==> src/ptw_pkg.sv <==
// shared types, constants and helpers for the four-level page table walker
package ptw_pkg;

  localparam int LEVELS_DEF = 4;
  localparam int VA_W       = 48;
  localparam int PA_W       = 52;
  localparam int ENTRY_W    = 64;
  localparam int IDX_W      = 9;
  localparam int OQ_DEPTH   = 4;
  localparam int OQ_PTR_W   = $clog2(OQ_DEPTH);

  typedef enum logic [1:0] {
    CMD_RESOLVE  = 2'd0,
    CMD_UNMAP    = 2'd1,
    CMD_REMAP    = 2'd2,
    CMD_RESPONSE = 2'd3
  } cmd_t;

  typedef enum logic [1:0] {
    KIND_READ  = 2'd0,
    KIND_WRITE = 2'd1,
    KIND_FLUSH = 2'd2,
    KIND_DONE  = 2'd3
  } kind_t;

  typedef struct packed {
    kind_t               kind;
    logic [PA_W-1:0]     mem_address;
    logic [ENTRY_W-1:0]  write_data;
    logic [PA_W-1:0]     result_addr;
    logic                not_mapped;
    logic                last;
  } result_t;

  // up to two results pushed into the result queue per cycle
  typedef struct packed {
    logic [1:0] cnt;
    result_t    res0;
    result_t    res1;
  } push_t;

  // 9-bit table index of a virtual address for a given level
  function automatic logic [IDX_W-1:0] level_index(input logic [VA_W-1:0] va,
                                                   input logic [2:0] level);
    logic [IDX_W-1:0] idx;
    case (level)
      3'd0, 3'd1: idx = va[20:12];
      3'd2:       idx = va[29:21];
      3'd3:       idx = va[38:30];
      3'd4:       idx = va[47:39];
      default:    idx = '0;
    endcase
    return idx;
  endfunction

endpackage

==> src/four_level_page_table_walker_core.sv <==
// Page table walker: takes one request or memory read response per cycle unless in_stall
// is high. An accepted item is held in an input register and processed once the result
// queue has space; its results, up to two, then go into a four-entry result queue and
// leave through the out_ ports in order. Sustained rate is one item per cycle while the
// queue has space, set by the single step stage; items that produce a write and a flush
// are paced by the one-result-per-cycle output port, and the input stalls while an item
// waits in the input register and the queue holds more than two results.
// A walk issues at most one memory read request per level; read responses come back on
// the input channel with in_command set to response. The root table base register is
// written through the cfg_ port, which is always ready.
module four_level_page_table_walker_core #(
  parameter int LEVELS = ptw_pkg::LEVELS_DEF
) (
  input  logic                        clk,
  input  logic                        rst_n,
  input  logic                        cfg_valid,
  output logic                        cfg_ready,
  input  logic [ptw_pkg::PA_W-1:0]    cfg_root_table_base,
  input  logic                        in_valid,
  output logic                        in_stall,
  input  logic [1:0]                  in_command,
  input  logic [ptw_pkg::VA_W-1:0]    in_virt_addr,
  input  logic [ptw_pkg::PA_W-1:0]    in_new_phys_addr,
  input  logic [ptw_pkg::ENTRY_W-1:0] in_read_data,
  output logic                        out_valid,
  input  logic                        out_stall,
  output logic [1:0]                  out_kind,
  output logic [ptw_pkg::PA_W-1:0]    out_mem_address,
  output logic [ptw_pkg::ENTRY_W-1:0] out_write_data,
  output logic [ptw_pkg::PA_W-1:0]    out_result_addr,
  output logic                        out_not_mapped,
  output logic                        out_last
);
  import ptw_pkg::*;

  logic [PA_W-1:0] root_r;
  logic            q_space;
  push_t           push;
  result_t         head;

  // root table base register, low 12 bits dropped
  assign cfg_ready = 1'b1;

  always_ff @(posedge clk) begin
    if (!rst_n) begin
      root_r <= '0;
    end else if (cfg_valid && cfg_ready) begin
      root_r <= {cfg_root_table_base[PA_W-1:12], 12'h000};
    end
  end

  // walk step
  ptw_walk #(
    .LEVELS (LEVELS)
  ) u_walk (
    .clk              (clk),
    .rst_n            (rst_n),
    .in_valid         (in_valid),
    .in_stall         (in_stall),
    .in_command       (in_command),
    .in_virt_addr     (in_virt_addr),
    .in_new_phys_addr (in_new_phys_addr),
    .in_read_data     (in_read_data),
    .root_base        (root_r),
    .q_space          (q_space),
    .push             (push)
  );

  // result queue
  ptw_outq u_outq (
    .clk       (clk),
    .rst_n     (rst_n),
    .push      (push),
    .q_space   (q_space),
    .out_valid (out_valid),
    .out_stall (out_stall),
    .head      (head)
  );

  assign out_kind        = head.kind;
  assign out_mem_address = head.mem_address;
  assign out_write_data  = head.write_data;
  assign out_result_addr = head.result_addr;
  assign out_not_mapped  = head.not_mapped;
  assign out_last        = head.last;

endmodule

==> src/ptw_walk.sv <==
// input register, walk state and combinational step logic
module ptw_walk #(
  parameter int LEVELS = ptw_pkg::LEVELS_DEF
) (
  input  logic                      clk,
  input  logic                      rst_n,
  input  logic                      in_valid,
  output logic                      in_stall,
  input  logic [1:0]                in_command,
  input  logic [ptw_pkg::VA_W-1:0]  in_virt_addr,
  input  logic [ptw_pkg::PA_W-1:0]  in_new_phys_addr,
  input  logic [ptw_pkg::ENTRY_W-1:0] in_read_data,
  input  logic [ptw_pkg::PA_W-1:0]  root_base,
  input  logic                      q_space,
  output ptw_pkg::push_t            push
);
  import ptw_pkg::*;

  // input register
  logic               s1_valid_r, s1_valid_nxt;
  cmd_t               s1_cmd_r;
  logic [VA_W-1:0]    s1_virt_r;
  logic [PA_W-1:0]    s1_new_r;
  logic [ENTRY_W-1:0] s1_data_r;

  // walk state
  logic            busy_r, busy_nxt;
  cmd_t            op_r, op_nxt;
  logic [2:0]      level_r, level_nxt;
  logic [VA_W-1:0] virt_r, virt_nxt;
  logic [PA_W-1:0] frame_r, frame_nxt;
  logic [PA_W-1:0] leaf_r, leaf_nxt;

  logic            go;
  logic            in_acc;
  logic [2:0]      level_dn;
  logic [PA_W-1:0] next_addr;
  logic [PA_W-1:0] virt_ext;
  logic [ENTRY_W-1:0] remap_val;

  assign go       = s1_valid_r && q_space;
  assign in_stall = s1_valid_r && !q_space;
  assign in_acc   = in_valid && !in_stall;
  assign s1_valid_nxt = in_acc ? 1'b1 : (go ? 1'b0 : s1_valid_r);

  always_ff @(posedge clk) begin
    if (!rst_n) begin
      s1_valid_r <= 1'b0;
    end else begin
      s1_valid_r <= s1_valid_nxt;
    end
  end

  always_ff @(posedge clk) begin
    if (in_acc) begin
      s1_cmd_r  <= cmd_t'(in_command);
      s1_virt_r <= in_virt_addr;
      s1_new_r  <= in_new_phys_addr;
      s1_data_r <= in_read_data;
    end
  end

  // shared address pieces
  assign level_dn  = level_r - 3'd1;
  assign next_addr = {s1_data_r[PA_W-1:12], level_index(virt_r, level_dn), 3'b000};
  assign virt_ext  = {{(PA_W-VA_W){1'b0}}, virt_r};
  assign remap_val = {s1_data_r[ENTRY_W-1:PA_W], frame_r[PA_W-1:12],
                      s1_data_r[11:1], 1'b1};

  // step logic: next state and results
  always_comb begin
    busy_nxt  = busy_r;
    op_nxt    = op_r;
    level_nxt = level_r;
    virt_nxt  = virt_r;
    frame_nxt = frame_r;
    leaf_nxt  = leaf_r;
    push      = '0;
    if (go) begin
      if (s1_cmd_r != CMD_RESPONSE) begin
        // new request starts a walk at the top table if no walk is busy; otherwise it is dropped
        if (!busy_r) begin
          busy_nxt  = 1'b1;
          op_nxt    = s1_cmd_r;
          level_nxt = 3'(LEVELS);
          virt_nxt  = s1_virt_r;
          frame_nxt = s1_new_r;
          push.cnt  = 2'd1;
          push.res0.kind = KIND_READ;
          push.res0.mem_address = {root_base[PA_W-1:12],
                                   level_index(s1_virt_r, 3'(LEVELS)), 3'b000};
        end
      end else if (busy_r) begin
        if (level_r > 3'd1) begin
          // intermediate entry
          if (!s1_data_r[0]) begin
            busy_nxt = 1'b0;
            push.cnt = 2'd1;
            push.res0.kind       = KIND_DONE;
            push.res0.not_mapped = 1'b1;
            push.res0.last       = 1'b1;
          end else begin
            level_nxt = level_dn;
            push.cnt  = 2'd1;
            push.res0.kind        = KIND_READ;
            push.res0.mem_address = next_addr;
            if (level_dn == 3'd1) begin
              leaf_nxt = next_addr;
              if (op_r == CMD_UNMAP) begin
                busy_nxt = 1'b0;
                push.cnt = 2'd2;
                push.res0.kind        = KIND_WRITE;
                push.res1.kind        = KIND_FLUSH;
                push.res1.result_addr = virt_ext;
                push.res1.last        = 1'b1;
              end
            end
          end
        end else begin
          // leaf entry
          busy_nxt = 1'b0;
          case (op_r)
            CMD_REMAP, CMD_UNMAP: begin
              push.cnt = 2'd2;
              push.res0.kind        = KIND_WRITE;
              push.res0.mem_address = leaf_r;
              push.res0.write_data  = (op_r == CMD_REMAP) ? remap_val : '0;
              push.res1.kind        = KIND_FLUSH;
              push.res1.result_addr = virt_ext;
              push.res1.last        = 1'b1;
            end
            default: begin
              push.cnt = 2'd1;
              push.res0.kind = KIND_DONE;
              push.res0.last = 1'b1;
              if (!s1_data_r[0]) begin
                push.res0.not_mapped = 1'b1;
              end else begin
                push.res0.result_addr = {s1_data_r[PA_W-1:12], 12'h000};
              end
            end
          endcase
        end
      end
    end
  end

  // walk state registers
  always_ff @(posedge clk) begin
    if (!rst_n) begin
      busy_r  <= 1'b0;
      op_r    <= CMD_RESOLVE;
      level_r <= '0;
      virt_r  <= '0;
      frame_r <= '0;
      leaf_r  <= '0;
    end else begin
      busy_r  <= busy_nxt;
      op_r    <= op_nxt;
      level_r <= level_nxt;
      virt_r  <= virt_nxt;
      frame_r <= frame_nxt;
      leaf_r  <= leaf_nxt;
    end
  end

  // checks
  a_level_range: assert property (@(posedge clk) disable iff (!rst_n)
    busy_r |-> (level_r >= 3'd1 && level_r <= 3'(LEVELS)))
    else $error("walk level out of range while busy");

  a_idle_response: assert property (@(posedge clk) disable iff (!rst_n)
    (go && s1_cmd_r == CMD_RESPONSE && !busy_r) |-> push.cnt == 2'd0)
    else $error("response while idle produced a result");

endmodule

==> src/ptw_outq.sv <==
// result queue taking up to two results per cycle and giving one
module ptw_outq (
  input  logic             clk,
  input  logic             rst_n,
  input  ptw_pkg::push_t   push,
  output logic             q_space,
  output logic             out_valid,
  input  logic             out_stall,
  output ptw_pkg::result_t head
);
  import ptw_pkg::*;

  result_t               mem_r [OQ_DEPTH];
  logic [OQ_PTR_W-1:0]   wr_ptr_r, wr_ptr_nxt;
  logic [OQ_PTR_W-1:0]   rd_ptr_r, rd_ptr_nxt;
  logic [OQ_PTR_W:0]     count_r, count_nxt;
  logic                  pop;
  logic [OQ_PTR_W-1:0]   wr_ptr_p1;

  assign out_valid = (count_r != '0);
  assign head      = mem_r[rd_ptr_r];
  assign pop       = out_valid && !out_stall;
  assign q_space   = (count_r <= (OQ_PTR_W+1)'(OQ_DEPTH - 2));
  assign wr_ptr_p1 = wr_ptr_r + OQ_PTR_W'(1);

  // pointer and count update
  always_comb begin
    wr_ptr_nxt = wr_ptr_r + OQ_PTR_W'(push.cnt);
    rd_ptr_nxt = pop ? rd_ptr_r + OQ_PTR_W'(1) : rd_ptr_r;
    count_nxt  = count_r + (OQ_PTR_W+1)'(push.cnt) - (OQ_PTR_W+1)'(pop);
  end

  always_ff @(posedge clk) begin
    if (!rst_n) begin
      wr_ptr_r <= '0;
      rd_ptr_r <= '0;
      count_r  <= '0;
    end else begin
      wr_ptr_r <= wr_ptr_nxt;
      rd_ptr_r <= rd_ptr_nxt;
      count_r  <= count_nxt;
    end
  end

  // result storage
  always_ff @(posedge clk) begin
    if (push.cnt != 2'd0) begin
      mem_r[wr_ptr_r] <= push.res0;
    end
    if (push.cnt == 2'd2) begin
      mem_r[wr_ptr_p1] <= push.res1;
    end
  end

  // checks
  a_no_overflow: assert property (@(posedge clk) disable iff (!rst_n)
    (push.cnt != 2'd0) |-> (count_r + (OQ_PTR_W+1)'(push.cnt) <= (OQ_PTR_W+1)'(OQ_DEPTH)))
    else $error("result queue overflow");

  a_count_bound: assert property (@(posedge clk) disable iff (!rst_n)
    count_r <= (OQ_PTR_W+1)'(OQ_DEPTH))
    else $error("result queue count out of range");

endmodule
==> config.mk <==
export PLATFORM = sky130hd
export DESIGN_NAME = four_level_page_table_walker_core
export DESIGN_NICKNAME = d
export VERILOG_FILES = /design/src/ptw_pkg.sv /design/src/four_level_page_table_walker_core.sv /design/src/ptw_walk.sv /design/src/ptw_outq.sv
export SDC_FILE = /design/constraint.sdc
export NUM_CORES = 1
export LEC_CHECK = 0
export ABC_AREA = 1
export BUFFER_PORTS_ARGS = -buffer_cell sky130_fd_sc_hd__buf_2
export CELL_PAD_IN_SITES_DETAIL_PLACEMENT = 1
export CELL_PAD_IN_SITES_GLOBAL_PLACEMENT = 1
export CORE_ASPECT_RATIO = 2
export CORE_MARGIN = 2
export CORE_UTILIZATION = 45
export DETAILED_ROUTE_END_ITERATION = 10
export PLACE_DENSITY_LB_ADDON = 0.1
export SLEW_MARGIN = 20
export SYNTH_ARGS = -nofsm -noshare
export SYNTH_HDL_FRONTEND = slang
export SYNTH_HIERARCHICAL = 1
export SYNTH_SLANG_ARGS = --single-unit
==> constraint.sdc <==
create_clock -name clk -period 19 [get_ports clk]
set_clock_uncertainty 0.2 [all_clocks]
set_input_delay 4.75 -clock clk [delete_from_list [all_inputs] [get_ports clk]]
set_output_delay 4.75 -clock clk [all_outputs]
set_load 0.005 [all_outputs]
==> results of run 1 <==
-- flip-flops by register name, summed over array words and instances (netlist names), named ones only --
signal	cells
u_outq/mem_r	688
u_walk/s1_cmd_r	2
u_walk/s1_data_r	64
u_walk/virt_r	48
u_walk/leaf_r	49
root_r	40
u_outq/rd_ptr_r	2
u_walk/op_r	2
u_walk/s1_valid_r	1
u_walk/busy_r	1
u_outq/wr_ptr_r	2
u_walk/s1_new_r	40
u_walk/s1_virt_r	48
u_outq/count_r	3
u_walk/level_r	3
u_walk/frame_r	40
-- layout by cell type (no fill, tap or decap), types with 98 or more instances in the layout --
cell type,instances
clkbuf_16,99
o21ai_0,816
conb_1,138
nand3_1,117
edfxtp_1,842
o21ai_1,309
nor2_1,669
dfxtp_1,191
a21oi_1,98
o22ai_1,172
inv_1,324
nand2_1,1195
buf_2,371
-- routing by layer --
layer | GRT usage [%] | vias up | wire length (µm)
met5 | 0 | - | 190
met4 | 14.4 | 28 | 8520
met3 | 4.73 | 265 | 8000
met2 | 50.8 | 962 | 81900
met1 | 33.9 | 19400 | 64900
li1 | - | 18200 | -
-- area by class of cell --
cell class	instances	area (µm²)
Inverter	337	1270
Antenna cell	3	7.51
Timing Repair Buffer	427	2380
Clock buffer	140	2740
Clock inverter	40	364
Sequential cell	1035	29200
Multi-Input combinational cell	3610	16200
Tap cell	1384	1730
Fill cell	12600	54500
-- through the flow --
stage | power (µW) | utilization (%)
5_1_grt | 5930 | 49.7
3_3_place_gp | 3770 | 46.8
6_report | 5710 | 49.7
2_1_floorplan | 3310 | -
4_1_cts | 5750 | 49.7
3_5_place_dp | 3800 | 46.8
-- power by group through the flow --
stage | clock network, µW | registers, µW | logic [µW]
after floorplan | 0 | 2690 | 618
after global placement | 0 | 2690 | 1080
after detailed placement | 0 | 2700 | 1100
after CTS | 2000 | 2650 | 1100
after global routing | 2080 | 2660 | 1200
final | 1960 | 2650 | 1100
-- worst min-delay path: cells and delay by family (launching register included) --
family                 cells  cell delay [ns]
flip-flops                 1             0.29
buffers and inverters      1             0.06
AO/OA/AOI/OAI              1             0.05
-- how the worst min path moves through the flow --
stage / from / endpoint / slack [ns]
after detailed placement: u_walk/virt_r[9] / u_walk/virt_r[9] / 0.25
after global routing: u_walk/virt_r[9] / u_walk/virt_r[9] / 0.27
after floorplan: u_walk/virt_r[10] / u_walk/virt_r[10] / 0.23
after global placement: u_walk/virt_r[9] / u_walk/virt_r[9] / 0.24
after CTS: u_walk/virt_r[9] / u_walk/virt_r[9] / 0.25
final: u_walk/virt_r[9] / u_walk/virt_r[9] / 0.25
==> flow_summary_export.csv, run 1 <==
group,metric,value,unit
status,status,"finished clean",
worst_hold_path,min_path_type,"flip-flop to flip-flop",
clocking,cts_sinks,1035,
setup_path,required,14.05,ns
timing,fmax,112,MHz
layout,drive_gt1_share,11.2,%
timing,slew_violations,0,
synth,synth_area,0.0490,mm²
timing,hold_ws,0.253,ns
worst_hold_path,min_path_cells,2,
power,pwr-share-clk,34.4,%
setup_path,worstReg2RegStart,"u_walk/level_r[0]",
timing,relSlewSlack,24.7,%
synth,synthesis.instances,5365,
power,peakVddDrop,0.0000912,V
layout,layout.nets,5745,
power,pwr-share-seq,46.4,%
power,p_per_area,106,mW/mm²
setup_path,cp-start-kind,"flip-flop",
global_routing,grt_pass1_wl,242000,µm
detailed_routing,wl_per_cell,23.5,µm
setup_path,rr_endpoint,"u_outq/mem_r[0][22]",
setup_path,cp_slowest_cell,"buf_4",
placement,pre_cts_ws,10.90,ns
timing,fin_setup_tns,0,ns
clocking,cts_tree,"done",
setup_path,cp.depth,5,
timing,period_minus_slack,8.89,ns
setup_path,reg2reg_depth,15,
timing,setup_ws,10.11,ns
clocking,numCtsBuffers,98,
clocking,clk_pin_slew,0.06,ns
setup_path,cp.arrival,3.94,ns
setup_path,crit_type,"flip-flop to output port",
setup_path,reg2reg_slack,11.76,ns
setup_path,slowest_delay,0.77,ns
power,p_leak,0.0194,µW
global_routing,grt_overflow,0,
placement,gp_congestion,0.864,
global_routing,track_usage,28.9,%
detailed_routing,vias,38800,
floorplan,start_util,45.3,%
synth,yosys_warnings,6,
detailed_routing,ant_nets,0,
detailed_routing,drc,0,
detailed_routing,dr.first_iter.drc_count,2642,
global_routing,grt_max_degree,208,
global_routing,antenna_found_initial,20,
detailed_routing,routed_wl,164000,µm
power,power.net_switching,1720,µW
run,cap_violations,0,
clocking,clkLatencyLatePin,0.71,ns
floorplan,core-area,0.108,mm²
timing,rsz0062_at_grt,"no",
layout,final_design_area_no_fill,0.0538,mm²
floorplan,die_w,237,µm
placement,port_buffers,372,
setup_path,cp_num_buf_inv,3,
placement,dp_hpwl,102000,µm
clocking,hold_buffers,0,
synth,avgSynthCellArea,9.14,µm²
power,p_sw_share,30.2,%
detailed_routing,viasPerCell,5.57,
floorplan,die_h,471,µm
detailed_routing,firstDrtPassIters,5,
setup_path,path_cells,"buf_12, buf_4, o21ai_0, o22ai_1, buf_2",
timing,finalCritPeriodShare,46.8,%
setup_path,cp-end-kind,"output port",
layout,area_delta_synth_final,9.77,%
timing,worstMarginPinSlew,1.13,ns
clocking,cts_htree_levels,3,
setup_path,crit_family,"buffers and inverters",
placement,dp_cells,6792,
layout,stdcell_count,6976,
setup_path,timing.critical_path.to,"out_write_data[6]",
timing,finalHoldViolCount,0,
clocking,post-cts-setup-buffers,0,
global_routing,grt_pass1_vias,40000,
placement,dpl_cell_area,0.0507,mm²
timing,setup_viol,0,
floorplan,die_area,0.112,mm²
clocking,ctsResizeCount,0,
setup_path,path_max_fanout,207,
power,p_int,3990,µW
clocking,clock_path_buffers,3,
power,comb_power_share,19.2,%
floorplan,rows,171,
floorplan,ios,398,
clocking,cts-root-buf,"clkbuf_16",
No activity file was read; power rests on OpenSTA's default activity.
==> run 2, diff against run 1 <==
==> constraint.sdc (replaced) <==
create_clock -name clk -period 9.05 [get_ports clk]
set_clock_uncertainty 0.2 [all_clocks]
set_input_delay 2.2625 -clock clk [delete_from_list [all_inputs] [get_ports clk]]
set_output_delay 2.2625 -clock clk [all_outputs]
set_load 0.005 [all_outputs]
==> flow_summary_export.csv, run 2 (synthesized netlist as in run 1, its figures left out) <==
group,metric,value,unit
status,status,"finished clean",
timing,hold_ws,0.255,ns
power,pwr-share-clk,34.5,%
detailed_routing,dr.first_iter.drc_count,2323,
placement,port_buffers,372,
layout,stdcell_count,6978,
layout,final_common_cell,"nand2_1",
setup_path,required,6.59,ns
detailed_routing,routed_wl,163000,µm
run,cap_violations,0,
power,p_per_area,222,mW/mm²
placement,gp_congestion,0.877,
detailed_routing,viasPerCell,5.55,
layout,area_delta_synth_final,9.89,%
clocking,hold_buffers,0,
layout,largest_reg_flops,688,
timing,period_minus_slack,5.86,ns
timing,finalCritPeriodShare,64.7,%
floorplan,start_util,45.3,%
global_routing,grt_pass1_vias,40300,
detailed_routing,firstDrtPassIters,7,
setup_path,cp.arrival,3.40,ns
floorplan,die_w,237,µm
power,p_int,8370,µW
timing,worstMarginPinSlew,1.14,ns
power,pwr-share-seq,46.5,%
timing,slew_violations,0,
global_routing,grt_overflow,0,
timing,setup_viol,0,
placement,dp_cells,6788,
global_routing,grt_pass1_wl,245000,µm
detailed_routing,wl_per_cell,23.4,µm
floorplan,core-area,0.108,mm²
setup_path,cp-end-kind,"output port",
setup_path,path_max_fanout,134,
global_routing,antenna_found_initial,29,
detailed_routing,vias,38700,
clocking,cts_htree_levels,3,
clocking,clock_path_buffers,3,
clocking,post-cts-setup-buffers,0,
timing,rsz0062_at_grt,"no",
power,p_leak,0.0195,µW
worst_hold_path,min_path_type,"flip-flop to flip-flop",
clocking,clkLatencyLatePin,0.73,ns
setup_path,cp-start-kind,"flip-flop",
clocking,ctsResizeCount,0,
layout,top_regs,"u_outq/mem_r x688, u_walk/s1_data_r x64, u_walk/leaf_r x49",
layout,max_flop_register,"u_outq/mem_r",
timing,relSlewSlack,24.1,%
timing,finalHoldViolCount,0,
clocking,clk_pin_slew,0.06,ns
floorplan,die_h,471,µm
layout,final_cell_mix,"nand2_1 (1195), edfxtp_1 (842), o21ai_0 (816)",
power,power.net_switching,3610,µW
timing,fin_setup_tns,0,ns
layout,post-route-util,49.8,%
layout,drive_gt1_share,11.1,%
floorplan,ios,398,
power,peakVddDrop,0.000174,V
clocking,cts_tree,"done",
global_routing,track_usage,29.1,%
power,p_sw_share,30.2,%
detailed_routing,ant_nets,0,
power,total_power,12000,µW
clocking,numCtsBuffers,97,
clocking,cts-root-buf,"clkbuf_16",
floorplan,rows,171,
global_routing,grt_max_degree,187,
placement,dp_hpwl,99700,µm
floorplan,die_area,0.112,mm²
power,comb_power_share,19.0,%
timing,fmax,171,MHz
layout,layout.nets,5739,
detailed_routing,drc,0,
clocking,cts_sinks,1035,
setup_path,crit_type,"flip-flop to output port",
## run 2: cell count changes in the layout (fill, tap and decap cells not counted), moves of 2 or more
cell / previous run / this run
diode_2: 3 / 8
buf_12: 6 / 13
clkbuf_1: 30 / 28
clkbuf_16: 99 / 101
buf_4: 48 / 38
clkinv_2: 20 / 24
## run 2: path summary, 6_finish.rpt
check	from	to	slack [ns]	cells after the start
worst max register to register	u_walk/level_r[0]	u_outq/mem_r[2][66]	3.48	15
worst min-delay path	u_walk/virt_r[9]	u_walk/virt_r[9]	0.26	2
worst min register to register	u_walk/virt_r[9]	u_walk/virt_r[9]	0.26	2
worst max-delay path	flip-flop	out_mem_address[1]	3.19	5
## run 2: critical path, cell delays in order (launching register included)
cell	delay, ns
dfxtp_4	0.53
inv_8	0.66
buf_4	0.77
o21ai_0	0.16
o22ai_1	0.34
buf_2	0.18
## run 2: metrics by stage
step	instance area [µm²]	setup slack (ns)
global route	53800	3.00
floorplan	49500	2.09
CTS	53800	2.99
global placement	50700	3.50
finish	53900	3.19
detailed placement	50700	3.44
## run 2: cell type report
cell class / instances / area, µm²
Multi-Input combinational cell: 3610 / 16200
Fill cell: 12600 / 54400
Clock buffer: 140 / 2780
Sequential cell: 1035 / 29200
Tap cell: 1384 / 1730
Inverter: 337 / 1280
Timing Repair Buffer: 422 / 2400
Clock inverter: 42 / 342
Antenna cell: 8 / 20.0
## run 2: metal layers
metal  up-vias  track usage [%]  wire length, µm
met1     19300             33.5            64000
li1      18200                -                -
met3       313             5.21             8640
met5         -                0              319
met2       880             51.5            81700
met4        46             14.7             8510
## run 2: power by group through the flow
stage	registers (µW)	logic (µW)	clock network (µW)
global route	5600	2500	4370
global placement	5660	2260	0
finish	5570	2270	4140
CTS	5570	2310	4220
detailed placement	5670	2300	0
floorplan	5640	1300	0
